## config.mk

```make
export PLATFORM = sky130hd
export DESIGN_NAME = adc_island_pulse_finder
export DESIGN_NICKNAME = d
export VERILOG_FILES = /design/src/rtl/core/apf_pkg.sv /design/src/rtl/core/adc_island_pulse_finder.sv /design/src/rtl/core/apf_front.sv /design/src/rtl/core/apf_job_fifo.sv /design/src/rtl/core/apf_back.sv
export VERILOG_INCLUDE_DIRS = /design/src /design/src/rtl/core
export SDC_FILE = /design/constraint.sdc
export NUM_CORES = 1
export LEC_CHECK = 0
export CORE_UTILIZATION = 50
export CTS_CLUSTER_SIZE = 16
export DETAILED_ROUTE_END_ITERATION = 8
export DONT_BUFFER_PORTS = 1
export MAX_ROUTING_LAYER = met4
export SLEW_MARGIN = 20
export SYNTH_ARGS = -nofsm -noshare
export SYNTH_HDL_FRONTEND = slang
export SYNTH_SLANG_ARGS = --single-unit
```

## constraint.sdc

```tcl
create_clock -name clk_i -period 10.08 [get_ports clk_i]
set_input_delay 0.504 -clock clk_i [delete_from_list [all_inputs] [get_ports clk_i]]
set_output_delay 0.504 -clock clk_i [all_outputs]
set_load 0.005 [all_outputs]
```

## src/rtl/core/assert_macros.svh

```systemverilog
// Assertion macros shared by the pulse finder RTL.
`ifndef ASSERT_MACROS_SVH
`define ASSERT_MACROS_SVH
`ifndef SYNTH
// Property checked on every rising edge of clk_i outside reset.
`define ASSERT_CLK(label, prop, msg) \
  label: assert property (@(posedge clk_i) disable iff (!rst_ni) (prop)) else $error(msg);
// Condition that must never be seen on a rising edge of clk_i outside reset.
`define ASSERT_NEVER(label, cond, msg) \
  label: assert property (@(posedge clk_i) disable iff (!rst_ni) !(cond)) else $error(msg);
`else
`define ASSERT_CLK(label, prop, msg)
`define ASSERT_NEVER(label, cond, msg)
`endif
`endif

```

## src/rtl/core/apf_pkg.sv

```systemverilog
// Types and constants of the island pulse finder.
`timescale 1ns / 1ps
`default_nettype none
package apf_pkg;

  parameter int SAMPLE_BITS   = 12;
  parameter int POSITION_BITS = 16;
  parameter int TIME_BITS     = 32;
  parameter int COUNT_BITS    = 8;
  parameter int CFG_IDX_BITS  = 2;
  parameter int JUDGE_BITS    = 2;
  parameter int NUM_TAPS      = 3;
  parameter int JOB_DEPTH     = 4;
  parameter int JOB_PTR_BITS  = $clog2(JOB_DEPTH);
  parameter int JOB_CNT_BITS  = $clog2(JOB_DEPTH + 1);

  // Threshold sums and the scaled mean comparison.
  parameter int TH_BITS  = SAMPLE_BITS + 1;
  parameter int SUM_BITS = SAMPLE_BITS + 2;
  parameter int CMP_BITS = SAMPLE_BITS + 4;

  parameter logic [COUNT_BITS-1:0] COUNT_MAX = {COUNT_BITS{1'b1}};

  parameter logic [CFG_IDX_BITS-1:0] REG_PEDESTAL  = CFG_IDX_BITS'(0);
  parameter logic [CFG_IDX_BITS-1:0] REG_THRESHOLD = CFG_IDX_BITS'(1);
  parameter logic [CFG_IDX_BITS-1:0] REG_NOISE_RMS = CFG_IDX_BITS'(2);
  parameter logic [CFG_IDX_BITS-1:0] REG_POLARITY  = CFG_IDX_BITS'(3);

  parameter logic KIND_PULSE   = 1'b0;
  parameter logic KIND_SUMMARY = 1'b1;

  typedef struct packed {
    logic [SAMPLE_BITS-1:0] sample;
    logic                   island_start;
    logic                   island_end;
    logic [TIME_BITS-1:0]   island_time;
  } apf_in_t;

  typedef struct packed {
    logic                   kind;
    logic [TIME_BITS-1:0]   pulse_time;
    logic [SAMPLE_BITS-1:0] pulse_sample;
    logic                   pulse_last;
    logic [COUNT_BITS-1:0]  pulse_count;
  } apf_out_t;

  typedef struct packed {
    logic [SAMPLE_BITS-1:0] pedestal;
    logic [SAMPLE_BITS-1:0] threshold;
    logic [SAMPLE_BITS-1:0] noise_rms;
    logic                   polarity;
  } apf_cfg_t;

  // One accepted sample turned into work for the back end: clear the
  // pulse state, run njudge judgements over the taps, then summarize.
  typedef struct packed {
    logic                                  clr;
    logic                                  summary;
    logic [JUDGE_BITS-1:0]                 njudge;
    logic [NUM_TAPS-1:0][SAMPLE_BITS-1:0]  taps;
    logic [POSITION_BITS-1:0]              idx;
    logic [TIME_BITS-1:0]                  base;
  } apf_job_t;

  typedef struct packed {
    logic push;
    logic full;
  } apf_wr_t;

endpackage
`default_nettype wire

```

## src/rtl/core/adc_island_pulse_finder.sv

```systemverilog
// Top level of the island pulse finder: configuration registers and wiring.
//
//   channel   direction  handshake              payload
//   input     in         push / full            in_data_i   (apf_in_t)
//   result    out        pop / empty            res_data_o  (apf_out_t)
//   config    in         cfg_valid_i / _ready_o cfg_index_i, cfg_data_i
//
// One sample is taken every cycle while the job queue (4 deep) has room.
// The back end runs one lookahead judgement per cycle and one result per
// cycle; a judgement that also releases a pulse's held first sample takes
// an extra release step, and an island end costs up to three judgements,
// two releases and the summary. A result waiting on pop holds the back end,
// and the queue then fills and raises full.
// Reset clears all control state; cfg_ready_o is always high.
`timescale 1ns / 1ps
`default_nettype none
module adc_island_pulse_finder (
  input  logic                                clk_i,
  input  logic                                rst_ni,
  input  logic                                push,
  output logic                                full,
  input  apf_pkg::apf_in_t                    in_data_i,
  output logic                                empty,
  input  logic                                pop,
  output apf_pkg::apf_out_t                   res_data_o,
  input  logic                                cfg_valid_i,
  output logic                                cfg_ready_o,
  input  logic [apf_pkg::CFG_IDX_BITS-1:0]    cfg_index_i,
  input  logic [apf_pkg::SAMPLE_BITS-1:0]     cfg_data_i
);
  import apf_pkg::*;

  apf_cfg_t cfg_q;
  apf_job_t job_in, job_out;
  apf_wr_t  wr;
  logic     accept, job_push, job_empty, job_pop, res_valid;

  assign cfg_ready_o = 1'b1;
  assign accept      = push && !full;
  assign full        = wr.full;
  assign empty       = !res_valid;

  always_ff @(posedge clk_i or negedge rst_ni) begin
    if (!rst_ni) begin
      cfg_q.pedestal  <= '0;
      cfg_q.threshold <= '0;
      cfg_q.noise_rms <= '0;
      cfg_q.polarity  <= 1'b1;
    end else if (cfg_valid_i && cfg_ready_o) begin
      unique case (cfg_index_i)
        REG_PEDESTAL:  cfg_q.pedestal  <= cfg_data_i;
        REG_THRESHOLD: cfg_q.threshold <= cfg_data_i;
        REG_NOISE_RMS: cfg_q.noise_rms <= cfg_data_i;
        REG_POLARITY:  cfg_q.polarity  <= cfg_data_i[0];
        default: ;
      endcase
    end
  end

  apf_front u_front (
    .clk_i      (clk_i),
    .rst_ni     (rst_ni),
    .in_i       (in_data_i),
    .accept_i   (accept),
    .job_o      (job_in),
    .job_push_o (job_push)
  );

  apf_job_fifo u_fifo (
    .clk_i   (clk_i),
    .rst_ni  (rst_ni),
    .push_i  (job_push),
    .data_i  (job_in),
    .wr_o    (wr),
    .pop_i   (job_pop),
    .data_o  (job_out),
    .empty_o (job_empty)
  );

  apf_back u_back (
    .clk_i       (clk_i),
    .rst_ni      (rst_ni),
    .cfg_i       (cfg_q),
    .job_i       (job_out),
    .job_empty_i (job_empty),
    .job_pop_o   (job_pop),
    .res_o       (res_data_o),
    .res_valid_o (res_valid),
    .res_pop_i   (pop && res_valid)
  );

endmodule
`default_nettype wire

```

## src/rtl/core/apf_front.sv

```systemverilog
// Front end: lookahead window, island bookkeeping and job building.
`timescale 1ns / 1ps
`default_nettype none
module apf_front (
  input  logic              clk_i,
  input  logic              rst_ni,
  input  apf_pkg::apf_in_t  in_i,
  input  logic              accept_i,
  output apf_pkg::apf_job_t job_o,
  output logic              job_push_o
);
  import apf_pkg::*;

  localparam logic [1:0] FILL_EMPTY = 2'd0;
  localparam logic [1:0] FILL_ONE   = 2'd1;
  localparam logic [1:0] FILL_FULL  = 2'd2;

  logic [SAMPLE_BITS-1:0]   win0_q, win1_q, win0_d, win1_d;
  logic [1:0]               fill_q, fill_d;
  logic [POSITION_BITS-1:0] pos_q, pos_d;
  logic [TIME_BITS-1:0]     base_q, base_d;
  logic                     stopped_q, stopped_d;

  logic [1:0]               fill_eff;
  logic [POSITION_BITS-1:0] pos_eff;
  logic                     stop_eff;
  logic [SAMPLE_BITS-1:0]   smp;
  logic [JUDGE_BITS-1:0]    njudge;

  always_comb begin
    // a new island drops whatever the old one left behind
    fill_eff = in_i.island_start ? FILL_EMPTY : fill_q;
    pos_eff  = in_i.island_start ? '0 : pos_q;
    stop_eff = in_i.island_start ? 1'b0 : stopped_q;
    base_d   = in_i.island_start ? in_i.island_time : base_q;
    smp      = stop_eff ? '0 : in_i.sample;

    job_o.taps = '0;
    win0_d     = win0_q;
    win1_d     = win1_q;
    unique case (fill_eff)
      FILL_EMPTY: begin
        job_o.taps[0] = smp;
        njudge        = in_i.island_end ? JUDGE_BITS'(1) : '0;
        win0_d        = smp;
        fill_d        = FILL_ONE;
      end
      FILL_ONE: begin
        job_o.taps[0] = win0_q;
        job_o.taps[1] = smp;
        njudge        = in_i.island_end ? JUDGE_BITS'(2) : '0;
        win1_d        = smp;
        fill_d        = FILL_FULL;
      end
      default: begin
        job_o.taps[0] = win0_q;
        job_o.taps[1] = win1_q;
        job_o.taps[2] = smp;
        njudge        = in_i.island_end ? JUDGE_BITS'(3) : JUDGE_BITS'(1);
        win0_d        = win1_q;
        win1_d        = smp;
        fill_d        = FILL_FULL;
      end
    endcase

    pos_d     = pos_eff + POSITION_BITS'(njudge);
    stopped_d = stop_eff || (smp == '0);
    if (in_i.island_end) begin
      fill_d    = FILL_EMPTY;
      pos_d     = '0;
      win0_d    = '0;
      win1_d    = '0;
      stopped_d = 1'b1;
    end

    job_o.clr     = in_i.island_start;
    job_o.summary = in_i.island_end;
    job_o.njudge  = njudge;
    job_o.idx     = pos_eff;
    job_o.base    = base_d;
    job_push_o    = accept_i && ((njudge != '0) || in_i.island_start || in_i.island_end);
  end

  always_ff @(posedge clk_i or negedge rst_ni) begin
    if (!rst_ni) begin
      win0_q    <= '0;
      win1_q    <= '0;
      fill_q    <= FILL_EMPTY;
      pos_q     <= '0;
      base_q    <= '0;
      stopped_q <= 1'b0;
    end else if (accept_i) begin
      win0_q    <= win0_d;
      win1_q    <= win1_d;
      fill_q    <= fill_d;
      pos_q     <= pos_d;
      base_q    <= base_d;
      stopped_q <= stopped_d;
    end
  end

endmodule
`default_nettype wire

```

## src/rtl/core/apf_job_fifo.sv

```systemverilog
// Job queue between the front end and the back end.
`timescale 1ns / 1ps
`default_nettype none
`include "assert_macros.svh"
module apf_job_fifo (
  input  logic              clk_i,
  input  logic              rst_ni,
  input  logic              push_i,
  input  apf_pkg::apf_job_t data_i,
  output apf_pkg::apf_wr_t  wr_o,
  input  logic              pop_i,
  output apf_pkg::apf_job_t data_o,
  output logic              empty_o
);
  import apf_pkg::*;

  apf_job_t                mem_q [JOB_DEPTH];
  logic [JOB_PTR_BITS-1:0] wr_ptr_q, rd_ptr_q;
  logic [JOB_CNT_BITS-1:0] cnt_q;
  logic                    do_push, do_pop;

  assign wr_o.full = (cnt_q == JOB_CNT_BITS'(JOB_DEPTH));
  assign wr_o.push = do_push;
  assign empty_o   = (cnt_q == '0);
  assign do_push   = push_i && !wr_o.full;
  assign do_pop    = pop_i && !empty_o;
  assign data_o    = mem_q[rd_ptr_q];

  always_ff @(posedge clk_i) begin
    if (do_push) begin
      mem_q[wr_ptr_q] <= data_i;
    end
  end

  always_ff @(posedge clk_i or negedge rst_ni) begin
    if (!rst_ni) begin
      wr_ptr_q <= '0;
      rd_ptr_q <= '0;
      cnt_q    <= '0;
    end else begin
      if (do_push) begin
        wr_ptr_q <= wr_ptr_q + JOB_PTR_BITS'(1);
      end
      if (do_pop) begin
        rd_ptr_q <= rd_ptr_q + JOB_PTR_BITS'(1);
      end
      cnt_q <= cnt_q + JOB_CNT_BITS'(do_push) - JOB_CNT_BITS'(do_pop);
    end
  end

  `ASSERT_NEVER(a_fifo_overfill, cnt_q > JOB_CNT_BITS'(JOB_DEPTH), "job queue count overflow")
  `ASSERT_NEVER(a_fifo_push_full, push_i && wr_o.full, "front end pushed into a full queue")
  `ASSERT_NEVER(a_fifo_pop_empty, pop_i && empty_o, "back end popped an empty queue")
  `ASSERT_CLK(a_fifo_ptrs, (cnt_q == '0) |-> (wr_ptr_q == rd_ptr_q), "pointers disagree when empty")

endmodule
`default_nettype wire

```

## src/rtl/core/apf_back.sv

```systemverilog
// Back end: pulse judgement, emission sequencing and the result register.
`timescale 1ns / 1ps
`default_nettype none
`include "assert_macros.svh"
module apf_back (
  input  logic              clk_i,
  input  logic              rst_ni,
  input  apf_pkg::apf_cfg_t cfg_i,
  input  apf_pkg::apf_job_t job_i,
  input  logic              job_empty_i,
  output logic              job_pop_o,
  output apf_pkg::apf_out_t res_o,
  output logic              res_valid_o,
  input  logic              res_pop_i
);
  import apf_pkg::*;

  localparam logic [1:0] PLEN_NONE = 2'd0;
  localparam logic [1:0] PLEN_ONE  = 2'd1;
  localparam logic [1:0] PLEN_MORE = 2'd2;

  logic [JUDGE_BITS-1:0]  k_q, k_d;
  logic                   phase_q, phase_d;
  logic                   in_pulse_q, in_pulse_d;
  logic [1:0]             plen_q, plen_d;
  logic [COUNT_BITS-1:0]  cnt_q, cnt_d;
  logic [TIME_BITS-1:0]   start_q, start_d;
  logic [SAMPLE_BITS-1:0] held_q;
  logic                   held_we;
  apf_out_t               out_q, out_d;
  logic                   out_valid_q;

  logic                     fresh, clear_now, ip_cur;
  logic [1:0]               plen_cur, plen_eff;
  logic [COUNT_BITS-1:0]    cnt_cur, cnt_inc;
  logic [SAMPLE_BITS-1:0]   cur, nx, nx2;
  logic                     is_judge, nz, hit, go, act, ends, two_phase;
  logic [TH_BITS-1:0]       up_lvl, nx_thr;
  logic [SUM_BITS-1:0]      sum;
  logic signed [CMP_BITS-1:0] sum_s, lo_s, hi_s, lo3_s, hi3_s;
  logic [POSITION_BITS-1:0] idx;
  logic [TIME_BITS-1:0]     st;
  logic                     emit, out_ready, step_go, last_step;

  always_comb begin
    unique case (k_q)
      2'd0: begin
        cur = job_i.taps[0];
        nx  = job_i.taps[1];
        nx2 = job_i.taps[2];
      end
      2'd1: begin
        cur = job_i.taps[1];
        nx  = job_i.taps[2];
        nx2 = '0;
      end
      2'd2: begin
        cur = job_i.taps[2];
        nx  = '0;
        nx2 = '0;
      end
      default: begin
        cur = '0;
        nx  = '0;
        nx2 = '0;
      end
    endcase
  end

  always_comb begin
    // the island clear of a job applies before its first judgement
    fresh     = (k_q == '0) && !phase_q;
    clear_now = fresh && job_i.clr;
    ip_cur    = clear_now ? 1'b0 : in_pulse_q;
    plen_cur  = clear_now ? PLEN_NONE : plen_q;
    cnt_cur   = clear_now ? '0 : cnt_q;
    cnt_inc   = (cnt_cur == COUNT_MAX) ? cnt_cur : cnt_cur + COUNT_BITS'(1);

    is_judge = (k_q < job_i.njudge);
    nz       = (cur != '0);

    up_lvl = TH_BITS'(cfg_i.pedestal) + TH_BITS'(cfg_i.threshold);
    nx_thr = TH_BITS'(nx) + TH_BITS'(cfg_i.threshold);
    if (cfg_i.polarity) begin
      hit = (cur > cfg_i.pedestal) && (TH_BITS'(nx) > up_lvl);
    end else begin
      hit = (cur < cfg_i.pedestal) && (nx_thr < TH_BITS'(cfg_i.pedestal));
    end
    go  = nz && !ip_cur && hit;
    act = nz && (ip_cur || go);

    // floor(sum/3) < p  <=>  sum < 3p ;  floor(sum/3) > q  <=>  sum >= 3(q+1)
    sum   = SUM_BITS'(cur) + SUM_BITS'(nx) + SUM_BITS'(nx2);
    sum_s = signed'(CMP_BITS'(sum));
    lo_s  = signed'(CMP_BITS'(cfg_i.pedestal)) - signed'(CMP_BITS'(cfg_i.noise_rms));
    hi_s  = signed'(CMP_BITS'(cfg_i.pedestal)) + signed'(CMP_BITS'(cfg_i.noise_rms))
          + signed'(CMP_BITS'(1));
    lo3_s = lo_s + (lo_s <<< 1);
    hi3_s = hi_s + (hi_s <<< 1);
    ends  = (nx == '0) || (cfg_i.polarity ? (sum_s < lo3_s) : (sum_s >= hi3_s));

    idx      = job_i.idx + POSITION_BITS'(k_q);
    st       = go ? (job_i.base + TIME_BITS'(idx)) : start_q;
    plen_eff = go ? PLEN_NONE : plen_cur;

    two_phase = is_judge && act && (plen_eff == PLEN_ONE);
    emit      = is_judge ? (act && (plen_eff != PLEN_NONE)) : job_i.summary;
    out_ready = !out_valid_q || res_pop_i;
    step_go   = !job_empty_i && (!emit || out_ready);
    last_step = is_judge ? ((k_q + JUDGE_BITS'(1) == job_i.njudge) && !job_i.summary) : 1'b1;

    out_d.kind         = is_judge ? KIND_PULSE : KIND_SUMMARY;
    out_d.pulse_time   = is_judge ? st : '0;
    out_d.pulse_sample = is_judge ? (two_phase ? held_q : cur) : '0;
    out_d.pulse_last   = is_judge && !two_phase && ends;
    out_d.pulse_count  = is_judge ? '0 : cnt_cur;

    in_pulse_d = ip_cur;
    plen_d     = plen_cur;
    cnt_d      = cnt_cur;
    start_d    = start_q;
    held_we    = 1'b0;
    if (is_judge) begin
      if (act) begin
        start_d = st;
        unique case (plen_eff)
          PLEN_NONE: begin
            held_we    = 1'b1;
            in_pulse_d = !ends;
            plen_d     = ends ? PLEN_NONE : PLEN_ONE;
          end
          PLEN_ONE: begin
            // release the held first sample; this one is judged on the following step
            in_pulse_d = 1'b1;
            plen_d     = PLEN_MORE;
          end
          default: begin
            in_pulse_d = !ends;
            plen_d     = ends ? PLEN_NONE : PLEN_MORE;
            cnt_d      = ends ? cnt_inc : cnt_cur;
          end
        endcase
      end
    end else if (job_i.summary) begin
      in_pulse_d = 1'b0;
      plen_d     = PLEN_NONE;
      cnt_d      = '0;
    end

    phase_d   = two_phase;
    job_pop_o = step_go && !two_phase && last_step;
    if (two_phase) begin
      k_d = k_q;
    end else if (last_step) begin
      k_d = '0;
    end else begin
      k_d = k_q + JUDGE_BITS'(1);
    end
  end

  always_ff @(posedge clk_i or negedge rst_ni) begin
    if (!rst_ni) begin
      k_q         <= '0;
      phase_q     <= 1'b0;
      in_pulse_q  <= 1'b0;
      plen_q      <= PLEN_NONE;
      cnt_q       <= '0;
      start_q     <= '0;
      out_valid_q <= 1'b0;
    end else begin
      if (step_go) begin
        k_q        <= k_d;
        phase_q    <= phase_d;
        in_pulse_q <= in_pulse_d;
        plen_q     <= plen_d;
        cnt_q      <= cnt_d;
        start_q    <= start_d;
      end
      if (step_go && emit) begin
        out_valid_q <= 1'b1;
      end else if (res_pop_i) begin
        out_valid_q <= 1'b0;
      end
    end
  end

  always_ff @(posedge clk_i) begin
    if (step_go && held_we) begin
      held_q <= cur;
    end
    if (step_go && emit) begin
      out_q <= out_d;
    end
  end

  assign res_o       = out_q;
  assign res_valid_o = out_valid_q;

  `ASSERT_CLK(a_back_phase_job, phase_q |-> !job_empty_i, "release phase without a job")
  `ASSERT_CLK(a_back_step_job, (k_q != '0) |-> !job_empty_i, "mid-job step without a job")
  `ASSERT_CLK(a_back_plen_pulse, (plen_q != PLEN_NONE) |-> in_pulse_q, "length outside a pulse")
  `ASSERT_CLK(a_back_phase_one, phase_q |-> (plen_q == PLEN_MORE), "release phase with wrong length")

endmodule
`default_nettype wire

```

After elaboration in Yosys (flattened, before gate mapping)
Memory sizes are Yosys's and may differ from the RTL's.
Index checks and enable logic that the tools add are counted.

word-level totals
  latch bits = 0
  input bits = 65
  memory bits (writable) = 352
  flip-flop bits (word level) = 232
  output and inout bits = 57
  memories kept = 1
  logic and storage cells = 183
  bits in read-only memories = 0

operators by class
  $mul = 0
  bitwise gates (word level) = 1
  shift operators = 0
  $lt $le $gt $ge = 7
  divide/modulo/power cells = 0
  muxes and demuxes = 58
  reductions and logical operators = 60
  add/sub/neg operators = 18
  equality and inequality tests = 12

memory list
  name          depth  width  read ports  clocked after Yosys merged registers in  wr ports  RTL line            text
  u_fifo.mem_q  4      88     1           0                                        1         apf_job_fifo.sv:17  apf_job_t mem_q [JOB_DEPTH];

operators by type and width
  operator                                       number
  two-way mux 12 bit                             8
  case mux 12 bit (2 select lines)               3
  two-way mux 32 bit                             2
  two-way mux 8 bit                              7
  adder 12 x 12 -> 13 bit                        4
  case mux 12 bit (3 select lines)               1
  adder 16 bit                                   2
  adder 16 x 2 -> 16 bit                         2
  adder 32 x 16 -> 32 bit                        1
  two-way mux 16 bit                             2
  logical NOT 12 bit                             2
  two-way mux 2 bit                              12
  logical AND 1 bit                              23
  two-way mux 1 bit                              21
  adder 16 x 2 -> 16 bit, second input constant  1
  greater-or-equal comparator 15 x 16 -> 1 bit   1
  less-than comparator 15 x 16 -> 1 bit          1
  adder 14 x 12 -> 14 bit                        1
  AND reduction 2 bit                            7
  greater-than comparator 12 x 13 -> 1 bit       1
  less-than comparator 13 x 12 -> 1 bit          1
  subtractor 12 x 12 -> 13 bit                   1
  greater-than comparator 12 bit                 1
  less-than comparator 12 bit                    1
  21 further kinds                               50

Logic depth before layout (Yosys ltp)
Gate-level depths: netlist (run 1).

  depth after elaboration = 18
  depth in mapped cells = 33
  mapped depth without buffers = 30

Hierarchy
From an unflattened synthesis (run 1), not the netlist that was laid out.

second synthesis, totals
  cells, all modules = 2309
  area, all modules = 30715.7 um2

by module, submodules not included
  module                   times used  area each (um2)  cells each
  apf_job_fifo             1           13272.7          503
  apf_back                 1           11602.4          1267
  apf_front                1           4414.2           453
  adc_island_pulse_finder  1           1426.4           86

Least setup slack after synthesis (run 1)
Ideal clock, no wire load.

  kind = register to register
  start point = register u_fifo.rd_ptr_q[0]
  end point = register u_back.out_q (netlist bit u_back.res_o[0]) (enable)
  required time = 9.596 ns
  path slack = 3.108 ns
  cell stages (with the launch flop) = 17
  setup time = 0.484 ns
  period minus slack after synthesis = 6.972 ns
  buffers on the path = 8
  arrival = 6.487 ns
  cells stage by stage = dfrtp_1 -> buf_6 -> buf_2 -> buf_4 -> buf_2 -> buf_2 -> buf_2 -> buf_2 -> mux4_2 -> ha_1 -> inv_1 -> a21oi_1 -> inv_1 -> nor2_1 -> a41o_1 -> clkbuf_1 -> a21oi_1

on the way
  word-level cells in the longest chain between the ends = 15
  elaborated cells between the ends (all ways) = 29

ends and longest elaborated chain
  element                                                  RTL line                         text
  start, declared                                          apf_job_fifo.sv:18               logic [JOB_PTR_BITS-1:0] wr_ptr_q, rd_ptr_q;
  start signal, assigned                                   apf_job_fifo.sv:45               rd_ptr_q <= rd_ptr_q + JOB_PTR_BITS'(1);
  memory (4 x 88 bit) (*)                                  n/a
  case mux 12 bit (2 select lines)                         apf_back.sv:46                   unique case (k_q)
  adder 12 x 12 -> 13 bit                                  apf_back.sv:83                   nx_thr = TH_BITS'(nx) + TH_BITS'(cfg_i.threshold);
  less-than comparator 13 x 12 -> 1 bit                    apf_back.sv:87                   hit = (cur < cfg_i.pedestal) && (nx_thr < TH_BITS'(cfg_i.pedestal));
  logical AND 1 bit                                        apf_back.sv:87
  two-way mux 1 bit                                        apf_back.sv:84                   if (cfg_i.polarity) begin
  logical AND 1 bit                                        apf_back.sv:89                   go = nz && !ip_cur && hit;
  two-way mux 2 bit or logical OR 1 bit (tied branches)    apf_back.sv:104, apf_back.sv:90
  nonzero test 2 bit or logical AND 1 bit (tied branches)  apf_back.sv:107, apf_back.sv:90
  logical AND 1 bit                                        apf_back.sv:107                  emit = is_judge ? (act && (plen_eff != PLEN_NONE)) : job_i.summary;
  two-way mux 1 bit (*)                                    apf_back.sv:107
  logical NOT 1 bit                                        apf_back.sv:109                  step_go = !job_empty_i && (!emit || out_ready);
  logical OR 1 bit                                         apf_back.sv:109
  logical AND 1 bit                                        apf_back.sv:109
  logical AND 1 bit (*)                                    apf_back.sv:191                  if (step_go && emit) begin
  end signal, assigned                                     apf_back.sv:192                  out_q <= out_d;
  end, declared                                            apf_back.sv:30                   apf_out_t out_q, out_d;

Mark *: on every way between the ends. The rest lies on a longest branch, timed or not.
A chain may end at the register's enable or synchronous reset.

Worst setup path in the final report (run 1)
  start point = register u_fifo.rd_ptr_q[0]
  end point = register u_back.cnt_q[5]

on the way
  elaborated cells between the ends (all ways) = 48

RTL lines
  element                                                                                                RTL line         text
  memory (4 x 88 bit) (*)                                                                                n/a
  case mux 12 bit (3 select lines) (*)                                                                   apf_back.sv:46
  named net u_back.cur[0]                                                                                apf_back.sv:36   logic [SAMPLE_BITS-1:0] cur, nx, nx2;
  parallel branches: the longest is 11 deep, another holds greater-or-equal comparator 15 x 16 -> 1 bit  n/a
  end signal, assigned                                                                                   apf_back.sv:176  cnt_q <= cnt_d;
  end, declared                                                                                          apf_back.sv:26   logic [COUNT_BITS-1:0] cnt_q, cnt_d;

Mark *: on every way through the listed nets, which the timed path passes.

==> results of run 1 <==
layout make-up:
type,count,area (µm²)
Multi-Input combinational cell,1674,13700
Antenna cell,1,2.50
Sequential cell,584,16700
Clock buffer,73,1590
Inverter,91,342
Tap cell,837,1050
Fill cell,5080,27500
Clock inverter,43,454
Timing Repair Buffer,33,305
per-stage QoR:
step | setup slack [ns] | hold slack (ns) | util [%] | instance area, µm²
2_1_floorplan | 3.11 | 0.208 | - | 31100
3_3_place_gp | 2.62 | 0.212 | 51.8 | 31900
3_5_place_dp | 2.39 | 0.213 | 51.8 | 31900
4_1_cts | 2.31 | 0.00458 | 55.4 | 34100
5_1_grt | 1.85 | 0.0220 | 55.4 | 34100
6_report | 2.33 | 0.0433 | 55.4 | 34100
worst max path at each step:
stage | slack, ns | to | cells past startpoint | startpoint
after floorplan | 3.11 | u_back.res_o[0] | 16 | u_fifo.rd_ptr_q[0]
after global placement | 2.62 | u_back.cnt_q[5] | 28 | u_fifo.rd_ptr_q[0]
after detailed placement | 2.39 | u_back.cnt_q[5] | 27 | u_fifo.rd_ptr_q[0]
after CTS | 2.31 | u_back.cnt_q[5] | 27 | u_fifo.rd_ptr_q[0]
after global routing | 1.85 | u_back.cnt_q[5] | 28 | u_fifo.rd_ptr_q[0]
final | 2.33 | u_back.cnt_q[5] | 27 | u_fifo.rd_ptr_q[0]
synth_stat cells, drive strengths merged, types with 6 or more instances:
cell type	count
o21ai	124
a21boi	7
a21oi	131
or4	8
nor3	42
dfrtp	165
a31oi	13
or2	12
nor2b	32
and2	30
mux4	87
a211oi	15
inv	91
nand2	153
a22o	16
buf	40
o221ai	6
nor2	186
a222oi	11
o21a	22
nand4	24
nand3	22
and3	26
a21o	55
mux2	117
xor2	43
nor3b	6
clkbuf	57
o211ai	7
o21bai	14
nor4	8
nand2b	25
xnor2	86
edfxtp	418
a32oi	13
ha	192
a211o	10
mux2i	49
or3	7
fa	12
routing by layer:
metal | GRT usage, % | wire, µm | part of all wire (%) | vias to the layer above
li1 | - | - | - | 9246
met1 | 35.3 | 35200 | 48 | 9892
met2 | 34.8 | 32400 | 44 | 540
met3 | 3.73 | 4130 | 5.7 | 91
met4 | 4.81 | 1180 | 1.6 | 0
met5 | - | 0 | 0 | -
cells by family after synthesis:
group                    count (synthesis)  synth area share, %
AND/OR/NAND/NOR                        596                 9.24
flip-flops                             584                 53.7
AO/OA/AOI/OAI                          491                 10.3
multiplexers                           253                 12.1
adder cells (fa/ha/maj)                204                 8.50
buffers and inverters                  188                 2.48
XOR/XNOR                               129                 3.63
other                                    1               0.0121
repair_timing:
item                                   4_1_cts  5_1_grt
hold buffers                                16        0
endpoints found under the hold margin      231        0
gates resized for setup                      0        0
sequential cells by signal, indices dropped and copies added (netlist names), 16 cells and up:
signal and flops:
u_fifo.mem_q 352, u_back.res_o 54, cfg_q 37, u_back.start_q 32, u_front.base_q 32, u_front.pos_q 16
worst max-delay path, cell delays in order, from the launching register on:
cell      delay [ns]
dfrtp_4         0.86
mux4_2          0.59
a222oi_1        0.43
nor2_1          0.22
ha_1            0.30
fa_1            0.43
xor2_1          0.19
ha_1            0.32
a21oi_1         0.25
o21bai_1        0.10
a21oi_1         0.22
o21bai_1        0.10
a21oi_1         0.21
o21ai_0         0.18
a21o_1          0.22
a21o_1          0.18
and2_1          0.16
o21a_1          0.21
ha_1            0.21
nor4b_1         0.28
o21ai_0         0.25
nor2_1          0.17
o311a_1         0.22
nand2_1         0.06
o2111a_1        0.23
a211oi_2        0.61
nand3_1         0.16
a22o_1          0.26
==> out/qor.csv, run 1 <==
metric,value,unit
tns,0,ns
path_class,reg -> reg,
post-place-cells,3203,
whs_path_depth,2,
grt_pass1_vias,19244,
synthFlopType,edfxtp_1,
hold_viol_final,0,
antenna_found_initial,1,
die-area,63200,µm²
maxCapViolations,0,
cts_max_level,2,
drcViolationCount,0,
synth_cells,2446,
globalRouteOverflowTotal,0,
netlist_area,31100,µm²
portBuffers,0,
synth_nets,2715,
cts.sinks,584,
hp-start,in_data_i[32],
ant_nets,0,
rsz0062_at_grt,no,
synth_largest_area_cell,edfxtp_1,
end_kind,flip-flop,
synth_edf_count,418,
worst_pin_slew,1.14,ns
cp.required,10.61,ns
synth_area_leaders,"edfxtp_1 (40%), dfrtp_1 (13%), ha_1 (7.7%)",
ios,122,
ys_async_sr_fraction,28.4,%
drive_above_1_share,12.9,%
yosysTopAreaCellShare,40.4,%
layout_commonest_cell,edfxtp_1,
cts_buffer_depth,3,
whs_endpoint,u_front.pos_q[0],
reg2regPathDepth,27,
r2r_start,u_fifo.rd_ptr_q[0],
setup_violations,0,
die_y,251,µm
core,61600,µm²
cts_tree,yes,
yosysSeqAreaShare,53.7,%
drt_iter0_markers,1533,
layout.nets,2714,
ys.warnings.count,0,
clockRootBuffer,clkbuf_16,
relSlewSlack,23.7,%
layout.cells.non_filler,3336,
row_count,91,
grtUsageTotal,23.8,%
dp_hpwl,50.5,mm
cts_made_buffers,61,
avgViaCountPerCell,5.93,
start_util,50.5,%
vias,19769,
cp_max_fo,33,
start_kind,flip-flop,
reg2reg_slack,2.33,ns
place_congestion,0.923,
worstHoldPathType,in -> reg,
layout_common_cells,"edfxtp_1 (418), ha_1 (192), nor2_1 (183)",
grt_pass1_wl,113,mm
ys_types,85,
fin_crit_sh,76.9,%
postCtsSetupRepairBufs,0,
clk_pin_slew_worst_paths,0.07,ns
clk_latency,0.64,ns
timing.rr.end,u_back.cnt_q[5],
ys_ff_latch,584,
areaGrowthSynthToFinish,9.72,%
worstPathArrival,8.28,ns
die_w,251,µm
fin_worst_skew,0.0395,ns
routed_wl,72.9,mm
drt_pass1_iterations,6,
grt_max_degree,167,
synth_area_per_cell,12.7,µm²
status,finished clean,
fmax,129,MHz
period_needed,7.75,ns
maxSlewViolCount,0,
routedWlPerCell,21.8,µm
Power of run 1 is not shown: default switching activity piles up to over one toggle a cycle in this logic, so the estimate is an artifact.
==> inputs of run 2 (changes only) <==
==> constraint.sdc (replaced) <==
create_clock -name clk_i -period 7.8 [get_ports clk_i]
set_input_delay 0.39 -clock clk_i [delete_from_list [all_inputs] [get_ports clk_i]]
set_output_delay 0.39 -clock clk_i [all_outputs]
set_load 0.005 [all_outputs]
==> run 2 against run 1 <==
Worst setup slack worse by 1.7 ns. Utilization up 0.69 points. Die area unchanged. Critical endpoint is now u_back.cnt_q[1].
==> out/qor.csv, run 2 (synthesis gave the netlist of run 1 again) <==
metric,value,unit,change
status,finished clean,,
cts_buffer_depth,3,,unchanged
path_class,reg -> reg,,
die-area,63200,µm²,unchanged
die_w,251,µm,unchanged
globalRouteOverflowTotal,0,,unchanged
end_kind,flip-flop,,
rsz0062_at_grt,no,,
grt_busiest_layer,met1,,
core,61600,µm²,unchanged
start_util,50.5,%,unchanged
cp_max_fo,12,,-64%
row_count,91,,unchanged
grt_max_degree,167,,unchanged
reg2regPathDepth,27,,unchanged
maxCapViolations,0,,unchanged
whs_path_depth,1,,-1
ios,122,,unchanged
clockRootBuffer,clkbuf_16,,
routed_wl,74.8,mm,+2.7%
worst_pin_slew,1.02,ns,-0.127 ns
grtUsageTotal,24.7,%,+0.89 points
relSlewSlack,32.1,%,+8.5 points
antenna_found_initial,5,,+4
ant_nets,0,,unchanged
cts_max_level,3,,+1
dp_hpwl,51.7,mm,+2.4%
place_congestion,0.912,,-1.2%
drive_above_1_share,13.6,%,+0.66 points
die_y,251,µm,unchanged
areaGrowthSynthToFinish,11.1,%,
start_kind,flip-flop,,
period_needed,7.16,ns,-0.595 ns
drcViolationCount,0,,unchanged
r2r_start,u_fifo.rd_ptr_q[0],,
cts_made_buffers,66,,+8.2%
top_register,u_fifo.mem_q,,
met3_usage,4.39,%,+0.66 points
cts_tree,yes,,
clk_latency,0.61,ns,-0.03 ns
drt_pass1_iterations,6,,unchanged
cts.sinks,584,,unchanged
grt_util_met1,35.8,%,+0.49 points
vias,19834,,+0.33%
clk_pin_slew_worst_paths,0.06,ns,about the same
nFillCells,5052,,-0.55%
hp-start,in_data_i[33],,
fmax,140,MHz,+8.3%
largest_reg_flops,352,,unchanged
fin_crit_sh,91.7,%,+15 points
avgViaCountPerCell,5.91,,-0.33%
layout_commonest_cell,edfxtp_1,,
routedWlPerCell,22.3,µm,+2.0%
drt_iter0_markers,1421,,-7.3%
cp.required,8.29,ns,-2.32 ns
grt_pass1_wl,116,mm,+2.4%
layout_common_cells,"edfxtp_1 (418), ha_1 (192), nor2_1 (183)",,
tns,0,ns,unchanged
worstPathArrival,7.65,ns,-0.63 ns
portBuffers,0,,unchanged
fin_worst_skew,0.0427,ns,+0.00320 ns
setup_violations,0,,unchanged
hold_viol_final,0,,unchanged
grt_use_met2,35.5,%,+0.69 points
maxSlewViolCount,0,,unchanged
layout.nets,2731,,+0.63%
worstHoldPathType,in -> reg,,
crit_path_start,u_fifo.rd_ptr_q[0],,
grt_pass1_vias,19373,,+0.67%
run 2: cell types whose count changed in the layout (fill, tap and decap cells not counted), moves of 4 or more:
cell | before | now
diode_2 | 1 | 5
clkinv_1 | 12 | 7
bufinv_16 | 7 | 11
clkbuf_16 | 61 | 67
buf_4 | 17 | 23
run 2: final cells by class:
cell class | instances | area (µm²) | area share (%)
Sequential cell | 584 | 16700 | 48.4
Multi-Input combinational cell | 1674 | 13700 | 39.6
Clock buffer | 82 | 1760 | 5.10
Tap cell | 837 | 1050 | 3.03
Clock inverter | 40 | 557 | 1.61
Timing Repair Buffer | 45 | 437 | 1.26
Inverter | 91 | 342 | 0.989
Antenna cell | 5 | 12.5 | 0.0362
run 2: through the flow:
| stage | area (µm²) | std cells | hold WS [ns] | utilization (%) | setup WS (ns) |
|---|---|---|---|---|---|
| 2_1_floorplan | 31100 | 2446 | 0.0944 | - | 0.828 |
| 3_3_place_gp | 32000 | 3211 | 0.0981 | 51.9 | 0.606 |
| 3_5_place_dp | 32000 | 3211 | 0.0995 | 51.9 | 0.456 |
| 4_1_cts | 34500 | 3351 | 0.000509 | 56.0 | 0.414 |
| 5_1_grt | 34500 | 3358 | 0.0151 | 56.1 | 0.0421 |
| 6_report | 34500 | 3358 | 0.0315 | 56.1 | 0.645 |
run 2: worst max-delay path, stage by stage, from the launching register on:
cell and delay [ns]:
dfrtp_4 0.59, mux4_2 0.54, a222oi_1 0.52, nor2_1 0.16, ha_1 0.27, fa_1 0.46
ha_1 0.29, a21o_1 0.18, a21oi_1 0.24, o21bai_1 0.09, a21oi_1 0.22, o21bai_1 0.09
a21oi_1 0.21, o21ai_0 0.17, a21o_1 0.22, a21o_1 0.18, and2_1 0.16, o21a_1 0.21
ha_1 0.22, nor4b_1 0.26, o21ai_0 0.23, nor2_1 0.17, o311a_1 0.20, nand2_1 0.06
o2111a_1 0.24, a211oi_4 0.45, o21ai_1 0.16, a32o_1 0.24
run 2: repair_timing:
item,4_1_cts,5_1_grt
setup buffers,0,1
resized for setup,0,1
hold buffers,18,1
endpoints found under the setup margin,0,5
hold endpoints to repair,247,3
run 2: routing by layer:
metal	part of all wire [%]	up-vias
met2	44	558
met1	48	9894
li1	-	9280
met3	5.3	102
met5	0	-
met4	2.3	0
run 2: worst paths after layout:
| path | end | slack [ns] |
|---|---|---|
| min in group asynchronous | cfg_q[9] | 0.44 |
| setup reg to reg | u_back.cnt_q[1] | 0.64 |
| setup / recovery | u_back.cnt_q[1] | 0.64 |
| hold reg to reg | u_front.pos_q[1] | 0.47 |
| hold / removal | u_fifo.mem_q[1][64] | 0.03 |
| max in group asynchronous | u_fifo.rd_ptr_q[1] | 6.45 |
Power of run 2 is left out for the same reason.
